**src/rtl/hsv2rgb_pkg.sv**
```systemverilog
// Shared types, constants and helper functions for the HSV to RGB converter.
// Used by every module of the pipeline; depends on nothing.
`default_nettype none

package hsv2rgb_pkg;

  localparam int FRAC_BITS = 16;
  localparam int IN_FRAC   = 16;
  localparam int IN_W      = IN_FRAC + 2;
  localparam int Q_W       = FRAC_BITS + 1;
  localparam int HUE_W     = 16;

  localparam logic [Q_W-1:0]     ONE_Q  = {1'b1, {FRAC_BITS{1'b0}}};
  localparam logic [IN_FRAC:0]   IN_ONE = {1'b1, {IN_FRAC{1'b0}}};

  typedef enum logic [2:0] {
    SEC_RY = 3'd0,
    SEC_YG = 3'd1,
    SEC_GC = 3'd2,
    SEC_CB = 3'd3,
    SEC_BM = 3'd4,
    SEC_MR = 3'd5
  } sector_t;

  typedef struct packed {
    logic [Q_W-1:0]       sat;
    logic [Q_W-1:0]       val;
    sector_t              sector;
    logic [FRAC_BITS-1:0] frac;
    logic [7:0]           alpha;
  } prep_t;

  typedef struct packed {
    logic [Q_W-1:0] val;
    logic [Q_W-1:0] p;
    logic [Q_W-1:0] q;
    logic [Q_W-1:0] t;
    sector_t        sector;
    logic [7:0]     alpha;
  } terms_t;

  function automatic logic [Q_W-1:0] clamp_unit(input logic [IN_W-1:0] raw);
    logic [IN_FRAC:0]           lim;
    logic [IN_FRAC+FRAC_BITS:0] wide;
    if (raw[IN_W-1]) begin
      lim = '0;
    end else if (raw[IN_FRAC:0] > IN_ONE) begin
      lim = IN_ONE;
    end else begin
      lim = raw[IN_FRAC:0];
    end
    wide = {lim, {FRAC_BITS{1'b0}}};
    return wide[IN_FRAC+FRAC_BITS:IN_FRAC];
  endfunction

  function automatic logic [FRAC_BITS-1:0] hue_to_q(input logic [HUE_W-1:0] hue);
    logic [HUE_W+FRAC_BITS-1:0] wide;
    wide = {hue, {FRAC_BITS{1'b0}}};
    return wide[HUE_W+FRAC_BITS-1:HUE_W];
  endfunction

  function automatic logic [7:0] to_byte(input logic [Q_W-1:0] x);
    logic [Q_W+7:0] m;
    m = {x, 8'b0} - {8'b0, x};
    return m[FRAC_BITS+7:FRAC_BITS];
  endfunction

endpackage

`default_nettype wire

```
**src/rtl/hsv2rgb_prep.sv**
```systemverilog
// First pipeline stage: clamps saturation and brightness and splits hue into sector and fraction.
// Depends on hsv2rgb_pkg.
`default_nettype none

module hsv2rgb_prep
  import hsv2rgb_pkg::*;
(
  input  wire logic                    clk,
  input  wire logic                    rst,
  input  wire logic                    in_valid,
  output logic                         in_ready,
  input  wire logic [HUE_W-1:0]        hue,
  input  wire logic signed [IN_W-1:0]  saturation,
  input  wire logic signed [IN_W-1:0]  brightness,
  input  wire logic [7:0]              alpha,
  output logic                         out_valid,
  input  wire logic                    out_ready,
  output prep_t                        out_data
);

  logic [FRAC_BITS-1:0] hq;
  logic [FRAC_BITS+2:0] h6;
  prep_t                data_next;

  assign in_ready = !out_valid || out_ready;

  always_comb begin
    hq = hue_to_q(hue);
    h6 = {1'b0, hq, 2'b0} + {2'b0, hq, 1'b0};
    data_next.sat    = clamp_unit(saturation);
    data_next.val    = clamp_unit(brightness);
    data_next.sector = sector_t'(h6[FRAC_BITS+2:FRAC_BITS]);
    data_next.frac   = h6[FRAC_BITS-1:0];
    data_next.alpha  = alpha;
  end

  always_ff @(posedge clk) begin
    if (rst) begin
      out_valid <= 1'b0;
    end else if (in_ready) begin
      out_valid <= in_valid;
    end
  end

  always_ff @(posedge clk) begin
    if (in_ready && in_valid) begin
      out_data <= data_next;
    end
  end

endmodule

`default_nettype wire

```
**src/rtl/hsv2rgb_terms.sv**
```systemverilog
// Second and third pipeline stages: form s*f, s*(1-f) and p, then q and t.
// Depends on hsv2rgb_pkg.
`default_nettype none

module hsv2rgb_terms
  import hsv2rgb_pkg::*;
(
  input  wire logic  clk,
  input  wire logic  rst,
  input  wire logic  in_valid,
  output logic       in_ready,
  input  wire prep_t in_data,
  output logic       out_valid,
  input  wire logic  out_ready,
  output terms_t     out_data
);

  logic             mid_valid;
  logic             mid_ready;
  logic [Q_W-1:0]   mid_val;
  logic [Q_W-1:0]   mid_p;
  logic [Q_W-1:0]   mid_sf;
  logic [Q_W-1:0]   mid_s1f;
  sector_t          mid_sector;
  logic [7:0]       mid_alpha;

  logic [Q_W-1:0]   one_minus_f;
  logic [2*Q_W-1:0] sf_prod;
  logic [2*Q_W-1:0] s1f_prod;
  logic [2*Q_W-1:0] p_prod;
  logic [2*Q_W-1:0] q_prod;
  logic [2*Q_W-1:0] t_prod;

  assign mid_ready = !out_valid || out_ready;
  assign in_ready  = !mid_valid || mid_ready;

  always_comb begin
    one_minus_f = ONE_Q - {1'b0, in_data.frac};
    sf_prod     = {{Q_W{1'b0}}, in_data.sat} * {{(Q_W+1){1'b0}}, in_data.frac};
    s1f_prod    = {{Q_W{1'b0}}, in_data.sat} * {{Q_W{1'b0}}, one_minus_f};
    p_prod      = {{Q_W{1'b0}}, in_data.val} * {{Q_W{1'b0}}, ONE_Q - in_data.sat};
    q_prod      = {{Q_W{1'b0}}, mid_val} * {{Q_W{1'b0}}, ONE_Q - mid_sf};
    t_prod      = {{Q_W{1'b0}}, mid_val} * {{Q_W{1'b0}}, ONE_Q - mid_s1f};
  end

  always_ff @(posedge clk) begin
    if (rst) begin
      mid_valid <= 1'b0;
      out_valid <= 1'b0;
    end else begin
      if (in_ready) begin
        mid_valid <= in_valid;
      end
      if (mid_ready) begin
        out_valid <= mid_valid;
      end
    end
  end

  always_ff @(posedge clk) begin
    if (in_ready && in_valid) begin
      mid_val    <= in_data.val;
      mid_p      <= p_prod[FRAC_BITS+Q_W-1:FRAC_BITS];
      mid_sf     <= sf_prod[FRAC_BITS+Q_W-1:FRAC_BITS];
      mid_s1f    <= s1f_prod[FRAC_BITS+Q_W-1:FRAC_BITS];
      mid_sector <= in_data.sector;
      mid_alpha  <= in_data.alpha;
    end
    if (mid_ready && mid_valid) begin
      out_data.val    <= mid_val;
      out_data.p      <= mid_p;
      out_data.q      <= q_prod[FRAC_BITS+Q_W-1:FRAC_BITS];
      out_data.t      <= t_prod[FRAC_BITS+Q_W-1:FRAC_BITS];
      out_data.sector <= mid_sector;
      out_data.alpha  <= mid_alpha;
    end
  end

endmodule

`default_nettype wire

```
**src/rtl/hsv2rgb_pack.sv**
```systemverilog
// Last pipeline stage: places v, p, q and t by sector and scales each channel to a byte.
// Depends on hsv2rgb_pkg.
`default_nettype none

module hsv2rgb_pack
  import hsv2rgb_pkg::*;
(
  input  wire logic   clk,
  input  wire logic   rst,
  input  wire logic   in_valid,
  output logic        in_ready,
  input  wire terms_t in_data,
  output logic        out_valid,
  input  wire logic   out_ready,
  output logic [7:0]  red,
  output logic [7:0]  green,
  output logic [7:0]  blue,
  output logic [7:0]  alpha_out
);

  logic [Q_W-1:0] r_sel;
  logic [Q_W-1:0] g_sel;
  logic [Q_W-1:0] b_sel;

  assign in_ready = !out_valid || out_ready;

  always_comb begin
    case (in_data.sector)
      SEC_RY: begin
        r_sel = in_data.val; g_sel = in_data.t;   b_sel = in_data.p;
      end
      SEC_YG: begin
        r_sel = in_data.q;   g_sel = in_data.val; b_sel = in_data.p;
      end
      SEC_GC: begin
        r_sel = in_data.p;   g_sel = in_data.val; b_sel = in_data.t;
      end
      SEC_CB: begin
        r_sel = in_data.p;   g_sel = in_data.q;   b_sel = in_data.val;
      end
      SEC_BM: begin
        r_sel = in_data.t;   g_sel = in_data.p;   b_sel = in_data.val;
      end
      default: begin
        r_sel = in_data.val; g_sel = in_data.p;   b_sel = in_data.q;
      end
    endcase
  end

  always_ff @(posedge clk) begin
    if (rst) begin
      out_valid <= 1'b0;
    end else if (in_ready) begin
      out_valid <= in_valid;
    end
  end

  always_ff @(posedge clk) begin
    if (in_ready && in_valid) begin
      red       <= to_byte(r_sel);
      green     <= to_byte(g_sel);
      blue      <= to_byte(b_sel);
      alpha_out <= in_data.alpha;
    end
  end

endmodule

`default_nettype wire

```
**src/rtl/hsv_to_rgb_converter.sv**
```systemverilog
// Top level of the HSV to RGB converter: four register stages, one pixel per clock.
// An accepted pixel passes through the prep, terms mid, terms out and pack registers in order.
// Throughput is one pixel per cycle; each stage holds its item while the next one is full.
// Reset (rst, synchronous) clears the stage valid bits only; the data registers are not reset.
// Depends on hsv2rgb_pkg, hsv2rgb_prep, hsv2rgb_terms and hsv2rgb_pack.
`default_nettype none

module hsv_to_rgb_converter
  import hsv2rgb_pkg::*;
(
  input  wire logic                   clk,
  input  wire logic                   rst,
  input  wire logic                   in_valid,
  output logic                        in_ready,
  input  wire logic [HUE_W-1:0]       hue,
  input  wire logic signed [IN_W-1:0] saturation,
  input  wire logic signed [IN_W-1:0] brightness,
  input  wire logic [7:0]             alpha,
  output logic                        out_valid,
  input  wire logic                   out_ready,
  output logic [7:0]                  red,
  output logic [7:0]                  green,
  output logic [7:0]                  blue,
  output logic [7:0]                  alpha_out
);

  logic   prep_valid;
  logic   prep_ready;
  prep_t  prep_data;
  logic   terms_valid;
  logic   terms_ready;
  terms_t terms_data;

  hsv2rgb_prep u_prep (
    .clk        (clk),
    .rst        (rst),
    .in_valid   (in_valid),
    .in_ready   (in_ready),
    .hue        (hue),
    .saturation (saturation),
    .brightness (brightness),
    .alpha      (alpha),
    .out_valid  (prep_valid),
    .out_ready  (prep_ready),
    .out_data   (prep_data)
  );

  hsv2rgb_terms u_terms (
    .clk       (clk),
    .rst       (rst),
    .in_valid  (prep_valid),
    .in_ready  (prep_ready),
    .in_data   (prep_data),
    .out_valid (terms_valid),
    .out_ready (terms_ready),
    .out_data  (terms_data)
  );

  hsv2rgb_pack u_pack (
    .clk       (clk),
    .rst       (rst),
    .in_valid  (terms_valid),
    .in_ready  (terms_ready),
    .in_data   (terms_data),
    .out_valid (out_valid),
    .out_ready (out_ready),
    .red       (red),
    .green     (green),
    .blue      (blue),
    .alpha_out (alpha_out)
  );

  a_reset_empties: assert property (@(posedge clk) rst |=> !out_valid)
    else $error("output valid after reset");

  a_ready_chain: assert property (@(posedge clk) disable iff (rst) out_ready |-> in_ready)
    else $error("input stalled while output side accepts");

  a_stall_source: assert property (@(posedge clk) disable iff (rst)
    !in_ready |-> (out_valid && !out_ready))
    else $error("input stalled without a stalled output transfer");

endmodule

`default_nettype wire

```
**config.mk**
```make
export PLATFORM = sky130hd
export DESIGN_NAME = hsv_to_rgb_converter
export DESIGN_NICKNAME = d
export VERILOG_FILES = /design/src/rtl/hsv2rgb_pkg.sv /design/src/rtl/hsv2rgb_prep.sv /design/src/rtl/hsv2rgb_terms.sv /design/src/rtl/hsv2rgb_pack.sv /design/src/rtl/hsv_to_rgb_converter.sv
export SDC_FILE = /design/constraint.sdc
export NUM_CORES = 2
export LEC_CHECK = 0
export ABC_AREA = 1
export ABC_CLOCK_PERIOD_IN_PS = 19850
export CORE_UTILIZATION = 35
export CTS_CLUSTER_SIZE = 8
export DETAILED_ROUTE_END_ITERATION = 6
export DONT_BUFFER_PORTS = 1
export HOLD_SLACK_MARGIN = 0.02
export PLACE_DENSITY = 0.47
export SYNTH_ARGS = -nofsm -noshare
export SYNTH_HDL_FRONTEND = slang
export SYNTH_SLANG_ARGS = --single-unit
```
**constraint.sdc**
```tcl
create_clock -name clk -period 19.85 [get_ports clk]
set_clock_uncertainty 0.1 [all_clocks]
set_input_delay 1.985 -clock clk [delete_from_list [all_inputs] [get_ports clk]]
set_output_delay 1.985 -clock clk [all_outputs]
set_load 0.02 [all_outputs]
```
# Word-level counts from Yosys, hierarchy flattened
# Cells that the tools add are included.
# Widths: inputs -> output; s select.
# word_totals
reg_bits	255
in_bits	64
out_inout_bits	34
# classes
magnitude_cmp	2
multipliers	5
n_addsub	8
eq_ne	4
reduce_logical	19
n_mux	5
# op_table
cell	count
$pmux 17 s3	3
$mul 17x17->33	4
$sub 24x17->24	3
$sub 17x17->17 const A	3
$gt 17x17->1 const B	2
$mux 17	2
$mul 17x16->33	1
$add 18x17->19	1
$sub 17x16->17 const A	1
$reduce_or 2->1	6
$eq 3x2->1 const B	2
$logic_and 1x1->1	4
$logic_not 1->1	4
$logic_or 1x1->1	4
$eq 3x1->1 const B	1
$eq 3x3->1 const B	1
$logic_not 3->1	1

# Depth between registers and ports, before layout
# logic_depth
ltp_word	6
ltp_mapped	38
depth_no_buf	36

# By module
# Synthesis repeated with hierarchy kept, for this count alone.
# hier_totals
hier_cells	8145
hier_area_um2	62401.1
# by_module_without_submodules
mod	n_inst	area_each_um2	seq_area_each_um2	cells_each
hsv2rgb_terms	1	54156.9	4784.6	6868
hsv2rgb_pack	1	5031.1	980.9	932
hsv2rgb_prep	1	3213.1	1821.7	345

# Least setup slack after synthesis
# Ideal clock, no wire load.
# synth_timing
path_type	flip-flop to flip-flop
from	reg u_prep.out_data[44] in the netlist's numbering
to	reg u_terms.mid_p[12], data pin
path_stages_with_launch	29
period_less_slack_ns	6.759
slack_ns	13.091
t_arrival_ns	6.394
required_ns	19.485
path_cell_list	edfxtp_1 clkbuf_1 inv_1 clkbuf_1 ha_1 nand4_1 nor2_1 nand2_1 o21ai_0 nand2_1 inv_1 buf_2 nand2_1 fa_1 fa_1 inv_1 fa_1 fa_1 fa_1 inv_1 fa_1 inv_1 ha_1 a21oi_1 a21boi_0 nand2_1 a211oi_1 o21ai_0 xor2_1
# synth_via
elab_chain_cells	2
# synth_lines
item	line	source
start: declaration	hsv2rgb_prep.sv:18	output prep_t out_data
start signal: assignment	hsv2rgb_prep.sv:47	out_data <= data_next;
$sub 17x17->17	hsv2rgb_terms.sv:41	p_prod = {{Q_W{1'b0}}, in_data.val} * {{Q_W{1'b0}}, ONE_Q - in_data.sat};
$mul 17x17->33	hsv2rgb_terms.sv:41	
named net u_terms.p_prod[28]	hsv2rgb_terms.sv:30	logic [2*Q_W-1:0] p_prod;
end signal: assignment	hsv2rgb_terms.sv:63	mid_p <= p_prod[FRAC_BITS+Q_W-1:FRAC_BITS];
end: declaration	hsv2rgb_terms.sv:21	logic [Q_W-1:0] mid_p;
# The timed path passes the listed nets, and every way through them passes these cells.
# A chain may end at the register's enable or synchronous reset.

# Final worst setup path
# layout_timing
from	reg u_terms.mid_sf[0]
to	reg u_terms.out_data[39] in the netlist's numbering, data pin
# layout_via
elab_chain_cells	2
# layout_lines
item	line	source
start: declaration	hsv2rgb_terms.sv:22	logic [Q_W-1:0] mid_sf;
start signal: assignment	hsv2rgb_terms.sv:64	mid_sf <= sf_prod[FRAC_BITS+Q_W-1:FRAC_BITS];
$sub 17x17->17	hsv2rgb_terms.sv:42	q_prod = {{Q_W{1'b0}}, mid_val} * {{Q_W{1'b0}}, ONE_Q - mid_sf};
$mul 17x17->33	hsv2rgb_terms.sv:42	
named net u_terms.q_prod[27]	hsv2rgb_terms.sv:31	logic [2*Q_W-1:0] q_prod;
end: declaration	hsv2rgb_terms.sv:15	output terms_t out_data
# The timed path passes the listed nets, and every way through them passes these cells.

==> run_results.csv <==
group,metric,value,unit
placed_design,dpl.hpwl,154,mm
run_status,status,"finished, final reports clean",
yosys,ys_warn_count,0,
detailed_routing,drc,0,
floorplanning,initial_utilization,0.353,
cts,cts.sink_count,254,
floorplanning,ios,98,
global_route,grt_overflow_total,0,
detailed_routing,drtPass1Iterations,6,
yosys,netlist_instances,7560,
detailed_routing,drtIter0Drc,3162,
cts,htreeDepth,2,
timing,rsz0062_at_grt,"false",
detailed_routing,ant_nets,0,
cts,hold_buffers,0,
timing,worstMarginPinSlew,1.13,ns
yosys,synth.distinct_cells,60,
timing,finalHoldViolCount,0,
yosys,yosys.area.top_type_share,0.356,
critical_path,crit_path_max_incr_delay,0.76,ns
hold_path,holdPathEnd,"u_pack.alpha_out[6]$_DFFE_PP_",
cts,post_cts_resized,0,
critical_path,cp-start-kind,"flop",
critical_path,r2r_end,"u_terms.out_data[39]$_DFFE_PP_",
detailed_routing,wl_per_cell,19.9,um
hold_path,hold_depth,0,
cts,clkTransAtPathRegs,0.06,ns
yosys,netlist.top_cell.by_area,"fa_1",
yosys,syn_avg_cell_area,7.91,um2
cts,clk_latency,0.64,ns
global_route,antenna_found_initial,4,
critical_path,crit_type,"flop to flop",
yosys,synth_common_cells,"inv_1 (1868), nand2_1 (1706), fa_1 (1063), nor2_1 (763), ha_1 (571)",
floorplanning,dieArea,172000,um2
yosys,synth_edf_count,250,
hold_path,hp-class,"flop to flop",
timing,slew_violations,0,
cells_and_area,layout-drive-gt1-share,0.0256,
critical_path,path_max_fanout,17,
critical_path,worstPathArrival,8.59,ns
cts,cts_tree,"yes",
critical_path,reg2regPathDepth,29,
placed_design,io_buffers,0,
yosys,yosys_register_bits,254,
timing,slew_headroom,0.248,
cts,clock_path_buffers,3,
timing,fin_crit_sh,0.414,
cts,root_buffer,"clkbuf_16",
cells_and_area,n_fill_cell,17900,
critical_path,regToRegStartpoint,"u_terms.mid_sf[0]$_DFFE_PP_",
yosys,synth_fp_nets,9258,
cells_and_area,layout-area-overhead-vs-synth,5.90,%
global_route,grt_first_pass_wirelength,299,mm
hold_path,min-delay-start,"u_terms.out_data[6]$_DFFE_PP_",
timing,period_needed,8.23,ns
yosys,syn-cell-area,59800,um2
yosys,ys.flop_type,"edfxtp_1",
detailed_routing,wl,193,mm
timing,setup-violations-final,0,
critical_path,worstPathRequired,20.21,ns
run,cap_viol_max_count,0,
yosys,post-synth-top-count-cell,"inv_1",
timing,timing.fmax,122,MHz
yosys,synth_area_leaders,"fa_1 (36%), edfxtp_1 (13%), ha_1 (12%)",
floorplanning,die_h,415,um
detailed_routing,via_per_inst,4.93,
timing,fin_tns_setup,0,ns
detailed_routing,vias,47800,
yosys,async_reset_ff_frac,0,
cts,cts_inserted_buffers,39,
critical_path,r2r_slack,11.62,ns
floorplanning,die_w,415,um
floorplanning,rows,151,
floorplanning,coreArea,169000,um2
yosys,synth-seq-area-share,0.127,
global_route,grtUsageTotal,0.227,
placed_design,gp_congestion,0.880,
global_route,grt_pass1_vias,50400,
critical_path,crit_slowest_cell,"edfxtp_1",
critical_path,end_kind,"flop",
cells_and_area,layout.nets,9153,
global_route,grt_max_degree,80,
cts,post_cts_buffers,0,
-- metrics by stage --
| step | worst slack, ns | instance area [um2] | std cells | util | hold WS (ns) |
|---|---|---|---|---|---|
| 4_1_cts | 11.67 | 63300 | 9693 | 0.374 | 0.310 |
| 3_3_place_gp | 11.71 | 62200 | 9632 | 0.367 | 0.301 |
| 6_report | 11.62 | 63300 | 9695 | 0.374 | 0.305 |
| 2_1_floorplan | 13.09 | 59800 | 7560 | - | 0.300 |
| 3_5_place_dp | 11.68 | 62200 | 9632 | 0.367 | 0.305 |
| 5_1_grt | 11.11 | 63300 | 9694 | 0.374 | 0.319 |
-- per-layer routing --
metal	vias to the layer above	global-route usage	wire length (um)
met3	229	0.0380	12700
met4	0	0.0613	5540
met5	-	0	0
met1	23800	0.318	89300
li1	22300	-	-
met2	1388	0.360	85400
-- logic make-up after synthesis --
logic type | count (synthesis) | share of synthesized area
AND/OR/NAND/NOR | 2880 | 0.195
buffers and inverters | 2133 | 0.135
adder cells (fa/ha/maj) | 1634 | 0.475
AO/OA/AOI/OAI | 558 | 0.0529
flip-flops | 254 | 0.127
XOR/XNOR | 101 | 0.0148
-- sequential cells by signal, summed over array words and instances (netlist names), 3 cells and up --
register	cells
u_terms.out_data	79
u_prep.out_data	60
u_terms.mid_p	17
u_terms.mid_s1f	17
u_terms.mid_sf	17
u_terms.mid_val	17
u_pack.alpha_out	8
u_pack.blue	8
u_pack.green	8
u_pack.red	8
u_terms.mid_alpha	8
u_terms.mid_sector	3
-- placed cells by master (no fill, tap or decap), types with 9 or more instances in the layout --
cell,netlist,layout
a21oi_1,242,242
clkbuf_1,147,13
nand3_1,192,192
nand2_2,11,11
nor3_1,53,53
o21ai_0,165,165
edfxtp_1,250,250
a21o_1,38,38
clkinv_1,44,46
xor2_1,63,63
nor2_2,10,10
inv_1,1868,1866
clkbuf_16,0,39
inv_2,11,11
nand4_1,54,54
nor4_1,24,24
nand2_1,1706,1706
or2_2,26,26
xnor2_1,38,38
ha_1,571,571
a31oi_1,16,16
o21bai_1,22,22
a21boi_0,9,9
buf_4,3,62
nor2_1,763,761
o211ai_1,15,15
nand3b_1,12,12
o21a_1,14,14
fa_1,1063,1063
-- critical path, delay by kind of cell, from the launching register on --
kind	cells	cell delay (ns)
buffers and inverters	7	1.18
AND/OR/NAND/NOR	12	2.16
AO/OA/AOI/OAI	1	0.19
adder cells (fa/ha/maj)	8	3.45
flip-flops	1	0.76
XOR/XNOR	1	0.20
-- worst max path at each step --
stage	start	end	slack, ns	depth (start not counted)
detailed placement	u_terms.mid_sf[0]$_DFFE_PP_	u_terms.out_data[40]$_DFFE_PP_	11.68	29
global placement	u_terms.mid_sf[0]$_DFFE_PP_	u_terms.out_data[44]$_DFFE_PP_	11.71	31
CTS	u_terms.mid_sf[0]$_DFFE_PP_	u_terms.out_data[40]$_DFFE_PP_	11.67	29
finish	u_terms.mid_sf[0]$_DFFE_PP_	u_terms.out_data[39]$_DFFE_PP_	11.62	29
floorplan	u_prep.out_data[44]$_SDFFCE_PP0P_	u_terms.mid_p[12]$_DFFE_PP_	13.09	28
global route	u_terms.mid_sf[0]$_DFFE_PP_	u_terms.out_data[39]$_DFFE_PP_	11.11	29
-- area by class of cell --
class	instances	area [um2]	area share
diodes	2	5.00	0.0000790
clock inverters	8	92.6	0.00146
inverters	1925	7230	0.114
multi-input cells	5173	44100	0.697
well taps	2218	2780	0.0438
clock buffers	53	1040	0.0164
repair buffers	62	465	0.00735
flip-flops and latches	254	7590	0.120
Power is left out: the tool's default activity adds up to more than one toggle a clock period on the data nets, which glitch-free logic cannot reach.
